### src/hdl/srsc_pkg.sv
// Package for the selective-repeat sender control block.
// Holds shared constants, packet codes, phase and state types and the
// command and status structs between controller and datapath. No dependencies.
package srsc_pkg;

    localparam int DEF_SLOTS       = 8;
    localparam int DEF_MAX_PACKETS = 4096;
    localparam int BYE_REPEATS     = 10;
    localparam int OUT_LIMIT       = 10;

    // Fixed field widths.
    localparam int NW  = 13;  // packet count and data sequence
    localparam int TW  = 16;  // timers and timeout
    localparam int SQW = 12;  // received ack sequence
    localparam int CNW = 4;   // results per item

    localparam logic [TW-1:0] RESET_TIMEOUT = 16'd1000;
    localparam logic [3:0]    RESET_WINDOW  = 4'd8;
    localparam logic [NW-1:0] RESET_COUNT   = 13'd1;

    // Configuration register indexes.
    localparam logic [1:0] CFG_WINDOW  = 2'd0;
    localparam logic [1:0] CFG_TIMEOUT = 2'd1;
    localparam logic [1:0] CFG_COUNT   = 2'd2;

    // Input operation and packet kinds.
    localparam logic       OP_TICK   = 1'b0;
    localparam logic       OP_PACKET = 1'b1;
    localparam logic [1:0] PK_REPLY  = 2'd0;
    localparam logic [1:0] PK_ACK    = 2'd1;

    // Send kinds.
    localparam logic [1:0] SK_INIT = 2'd0;
    localparam logic [1:0] SK_DATA = 2'd1;
    localparam logic [1:0] SK_BYE  = 2'd2;

    // Per-sequence status codes.
    localparam logic [1:0] ST_FRESH = 2'd0;
    localparam logic [1:0] ST_OUT   = 2'd1;
    localparam logic [1:0] ST_ACKED = 2'd2;

    typedef enum logic [1:0] {
        PH_INIT,
        PH_DATA,
        PH_BYE
    } t_phase;

    typedef enum logic [3:0] {
        S_CLEAR,
        S_IDLE,
        S_DISPATCH,
        S_INIT_TICK,
        S_INIT_WR,
        S_TICK,
        S_ACK_RD,
        S_ACK_CHK,
        S_SCAN_RD,
        S_SCAN_CHK,
        S_BYE,
        S_FINISH
    } t_state;

    typedef struct packed {
        logic accept;
        logic clr_step;
        logic init_tick;
        logic init_load;
        logic init_wr;
        logic tick_slot;
        logic ack_rd;
        logic ack_mark;
        logic scan_rd;
        logic scan_adv;
        logic refill;
        logic bye_start;
        logic bye_emit;
        logic finish;
    } t_cmd;

    typedef struct packed {
        logic   clr_done;
        t_phase phase;
        logic   op;
        logic   [1:0] kind;
        logic   seq_ok;
        logic   rd_acked;
        logic   rd_fresh;
        logic   ptr_end;
        logic   complete;
        logic   init_end;
        logic   tick_end;
        logic   bye_end;
        logic   emit_ok;
        logic   pend;
    } t_sts;

endpackage

### src/hdl/srsc_controller.sv
// Controller state machine of the selective-repeat sender.
// Depends on srsc_pkg; drives the datapath by command struct.
module srsc_controller
    import srsc_pkg::*;
(
    input  logic i_clk,
    input  logic i_rst_n,
    input  logic i_in_valid,
    input  t_sts i_sts,
    output logic o_in_ready,
    output t_cmd o_cmd
);

    t_state r_state;
    t_state n_state;

    always_ff @(posedge i_clk) begin
        if (!i_rst_n) begin
            r_state <= S_CLEAR;
        end else begin
            r_state <= n_state;
        end
    end

    always_comb begin
        n_state = r_state;
        unique case (r_state)
            S_CLEAR: begin
                if (i_sts.clr_done) n_state = S_IDLE;
            end
            S_IDLE: begin
                if (i_in_valid) n_state = S_DISPATCH;
            end
            S_DISPATCH: begin
                priority if (i_sts.phase == PH_BYE) begin
                    n_state = S_FINISH;
                end else if (i_sts.op == OP_TICK) begin
                    n_state = (i_sts.phase == PH_INIT) ? S_INIT_TICK : S_TICK;
                end else if (i_sts.phase == PH_INIT) begin
                    n_state = (i_sts.kind == PK_REPLY) ? S_INIT_WR : S_FINISH;
                end else if (i_sts.kind == PK_ACK && i_sts.seq_ok) begin
                    n_state = S_ACK_RD;
                end else begin
                    n_state = S_FINISH;
                end
            end
            S_INIT_TICK: begin
                if (i_sts.emit_ok) n_state = S_FINISH;
            end
            S_INIT_WR: begin
                if (i_sts.init_end) n_state = S_FINISH;
            end
            S_TICK: begin
                if (i_sts.tick_end) n_state = S_FINISH;
            end
            S_ACK_RD: n_state = S_ACK_CHK;
            S_ACK_CHK: begin
                n_state = i_sts.rd_acked ? S_FINISH : S_SCAN_RD;
            end
            S_SCAN_RD: begin
                if (i_sts.ptr_end) begin
                    n_state = i_sts.complete ? S_BYE : S_FINISH;
                end else begin
                    n_state = S_SCAN_CHK;
                end
            end
            S_SCAN_CHK: begin
                n_state = i_sts.rd_fresh ? S_FINISH : S_SCAN_RD;
            end
            S_BYE: begin
                if (i_sts.bye_end) n_state = S_FINISH;
            end
            S_FINISH: begin
                if (i_sts.emit_ok) n_state = S_IDLE;
            end
            default: n_state = S_CLEAR;
        endcase
    end

    always_comb begin
        o_cmd      = '0;
        o_in_ready = 1'b0;
        unique case (r_state)
            S_CLEAR: o_cmd.clr_step = !i_sts.clr_done;
            S_IDLE: begin
                o_in_ready   = 1'b1;
                o_cmd.accept = i_in_valid;
            end
            S_DISPATCH: begin
                o_cmd.init_load = i_sts.phase == PH_INIT && i_sts.op == OP_PACKET
                                  && i_sts.kind == PK_REPLY;
            end
            S_INIT_TICK: o_cmd.init_tick = i_sts.emit_ok;
            S_INIT_WR:   o_cmd.init_wr   = !i_sts.init_end;
            S_TICK:      o_cmd.tick_slot = !i_sts.tick_end && i_sts.emit_ok;
            S_ACK_RD:    o_cmd.ack_rd    = 1'b1;
            S_ACK_CHK:   o_cmd.ack_mark  = !i_sts.rd_acked;
            S_SCAN_RD: begin
                o_cmd.scan_rd   = !i_sts.ptr_end;
                o_cmd.bye_start = i_sts.ptr_end && i_sts.complete;
            end
            S_SCAN_CHK: begin
                o_cmd.refill   = i_sts.rd_fresh;
                o_cmd.scan_adv = !i_sts.rd_fresh;
            end
            S_BYE:    o_cmd.bye_emit = !i_sts.bye_end && i_sts.emit_ok;
            S_FINISH: o_cmd.finish   = i_sts.emit_ok;
            default:  o_cmd = '0;
        endcase
    end

endmodule
### config.mk
export PLATFORM = sky130hd
export DESIGN_NAME = srsc_controller
export DESIGN_NICKNAME = d
export VERILOG_FILES = /design/src/hdl/srsc_pkg.sv /design/src/hdl/srsc_controller.sv
export SDC_FILE = /design/constraint.sdc
export NUM_CORES = 1
export LEC_CHECK = 0
export ABC_AREA = 0
export BUFFER_PORTS_ARGS = -buffer_cell sky130_fd_sc_hd__buf_2
export CAP_MARGIN = 15
export CORE_MARGIN = 8
export CORE_UTILIZATION = 35
export DETAILED_ROUTE_END_ITERATION = 8
export PLACE_DENSITY = 0.67
export SLEW_MARGIN = 0
export SYNTH_ARGS = -nofsm -noshare
export SYNTH_HDL_FRONTEND = slang
export SYNTH_SLANG_ARGS = --single-unit
### constraint.sdc
create_clock -name i_clk -period 1.8 [get_ports i_clk]
set_input_delay 0.18 -clock i_clk [delete_from_list [all_inputs] [get_ports i_clk]]
set_output_delay 0.18 -clock i_clk [all_outputs]
set_load 0.1 [all_outputs]
==> results.md <==
- Status: completed
- Top_reg_cell synth: dfxtp_1
- DIE WIDTH: 56.6 µm
- Worst Hold Class: primary input to flop
- Worst vdd ir: 0.796 mV
- Avg Inst Size Synth: 6.41 µm²
- Number of buffers added on ports: 32
- I/O pin cnt: 34
- Fin crit period: 1.74 ns
- Yosys warning count: 0
- WP data arrival: 1.56 ns
- Largest Register: r_state
- Number of buffers created by CTS: 3
- Setup TNS: 0 ns
- Worst slew pin tran: 0.361 ns
- Layout cell share with drive strength beyond 1: 0.472
- Antenna Violating Nets Remaining: 0
- Post-synthesis sequential area ratio: 0.139
- Pleak: 0.000459 µW
- Hold Path Origin: i_rst_n
- Syn-to-layout area delta: 98.5%
- Final worst-path cycle share: 0.969
- Cell Rows: 14
- Largest net degree at the start of global routing: 16
- # diodes: 0
- Maximum capacitance violations: 0
- Routed WL: 2050 µm
- Vias in the first global route: 789
- Post-synth EDFFs: 0
- Unrepaired setup endpoints after global routing: no
- Startpoint Class: flop
- CP max FO: 14
- Fmax: 0.573 GHz
- Crit Path Class: flop to primary output
- Fillers: 112
- Setup repair bufs after CTS: 0
- Pwr per Cell Area: 1380 nW/µm²
- CTS Sinks: 4
- Vias/cell: 5.67
- Overflow after GRT: 0
- Post-synth ARST share: 0
- Worst path slowest cell: dfxtp_2
- Remaining DRCs: 0
- Worst-case clock buffer depth: 2
- Clock skew: 0.00609 ns
- Crit-path cells: or2_1 -> buf_4 -> nor4_4 -> buf_12
- TritonCTS clock tree: built
- Worst-path clk slew: 0.04 ns
- Synth top area share: 0.139
- Gr usage total: 0.124
- Post-cts resize count: 0
- Final setup fails: 0
- Synth top area cells: dfxtp_1 14%, a21oi_1 8.7%, nor3_1 8.7%
- Min Hold Slack: 0.185 ns
- Initial Util: 0.378
- Yosys reg bits: 4
- Net Count, Synth: 109
- Buf+Inv Stages, Crit Path: 2
- Max stage delay on crit path: 0.39 ns
- DP Worst Slack: 0.177 ns
- Hold_buf cts: 0
- Final Hold Fails: 0
- H-tree depth: 1
- DP HPWL: 1690 µm
- Netlist Area Pre-Place: 577 µm²
- Req. time, crit path: 1.62 ns
- Die area: 3200 µm²
- Setup crit start: r_state[1]
- Die Span Y: 56.6 µm
- Clk_lat worst skew: 0.24 ns
- CP endpoint kind: primary output
- DR WL/cell: 14.5 µm
- First-pass GRT wire length: 3430 µm
- Synthesized instance count: 90
- Largest regs: r_state x4
- Top delay family on crit path: simple AND/OR/NAND/NOR gates
- Core footprint: 1520 µm²
- Final layout net count: 146
- Launch point of the worst reg-to-reg path: r_state[1]
- Commonest cells after routing, fill and taps aside: 17 x buf_2, 15 x buf_12, 10 x a21oi_1, 7 x nand2_1
- Root Buffer: clkbuf_4
- Initial DRC count: 15
- Final Max Slew Viols: 0
- Routability cong.: 0.853
- Initial antenna violation count: 0
- Number of flip-flops in the largest register: 4
- Slew headroom: 0.759
- Synth unique cells: 36
- Drt first pass iters: 4
- Final WS setup: 0.0559 ns
- Commonest non-fill, non-tap cell in the layout: buf_2
- Vias: 800
- Post-synth top area cell: dfxtp_1
[where the power goes]
group	total [µW]	internal [µW]	switching [µW]
Sequential	232	130	102
Combinational	1240	467	772
Clock	113	74.7	38.2
[logic make-up after synthesis]
kind of cell | Yosys count | share of synthesized area
flops | 4 | 0.139
buf+inv | 12 | 0.0911
simple gates | 47 | 0.434
mux | 1 | 0.0174
compound gates | 26 | 0.319
[final cells by class]
cell class / count / area, µm² / share of cell area
inverter: 6 / 22.5 / 0.0197
sequential: 4 / 83.8 / 0.0732
clock buffer: 3 / 22.5 / 0.0197
multi-input combinational: 74 / 566 / 0.494
tap: 16 / 20.0 / 0.0175
timing repair buffer: 38 / 430 / 0.376
[worst paths after layout]
check                             endpoint  slack [ns]  cells past startpoint
worst max-delay path              o_cmd[8]        0.06                      4
worst min register to register  r_state[0]        0.51                      2
worst min-delay path            r_state[2]        0.18                      2
worst max register to register  r_state[2]        0.13                      5
[worst reg2reg max path, stage by stage (launching register included)]
cell and delay (ns):
dfxtp_2 0.39, or4b_1 0.55, a21oi_1 0.22, a221o_1 0.20
and2_1 0.14, o31a_1 0.11
[stage by stage]
stage | total power (µW) | cells | utilization | area (µm²)
2_1_floorplan | 1140 | 90 | - | 719
3_3_place_gp | 1450 | 138 | 0.736 | 1120
3_5_place_dp | 1460 | 138 | 0.736 | 1120
4_1_cts | 1580 | 141 | 0.751 | 1140
5_1_grt | 1680 | 141 | 0.751 | 1140
6_report | 1580 | 141 | 0.751 | 1140
[Yosys cell counts (2+ instances only)]
cell type	n
nand2b_1	4
buf_2	3
inv_1	6
nor2_1	8
or2_1	3
nor3_1	10
nor4_1	2
nor2b_1	2
or3_1	2
a21oi_1	10
o21ai_0	2
nand2_1	8
nand3_1	2
clkbuf_1	2
a211oi_1	2
dfxtp_1	4
[routing by layer]
| metal | track usage | vias to the layer above | wire length [µm] |
|---|---|---|---|
| met3 | 0.0315 | 2 | 127 |
| met2 | 0.207 | 35 | 1040 |
| met5 | 0 | - | 0 |
| met4 | 0.0412 | 0 | 18 |
| li1 | - | 405 | - |
| met1 | 0.149 | 358 | 862 |
Note: power is estimated with default switching activity, not from simulation.
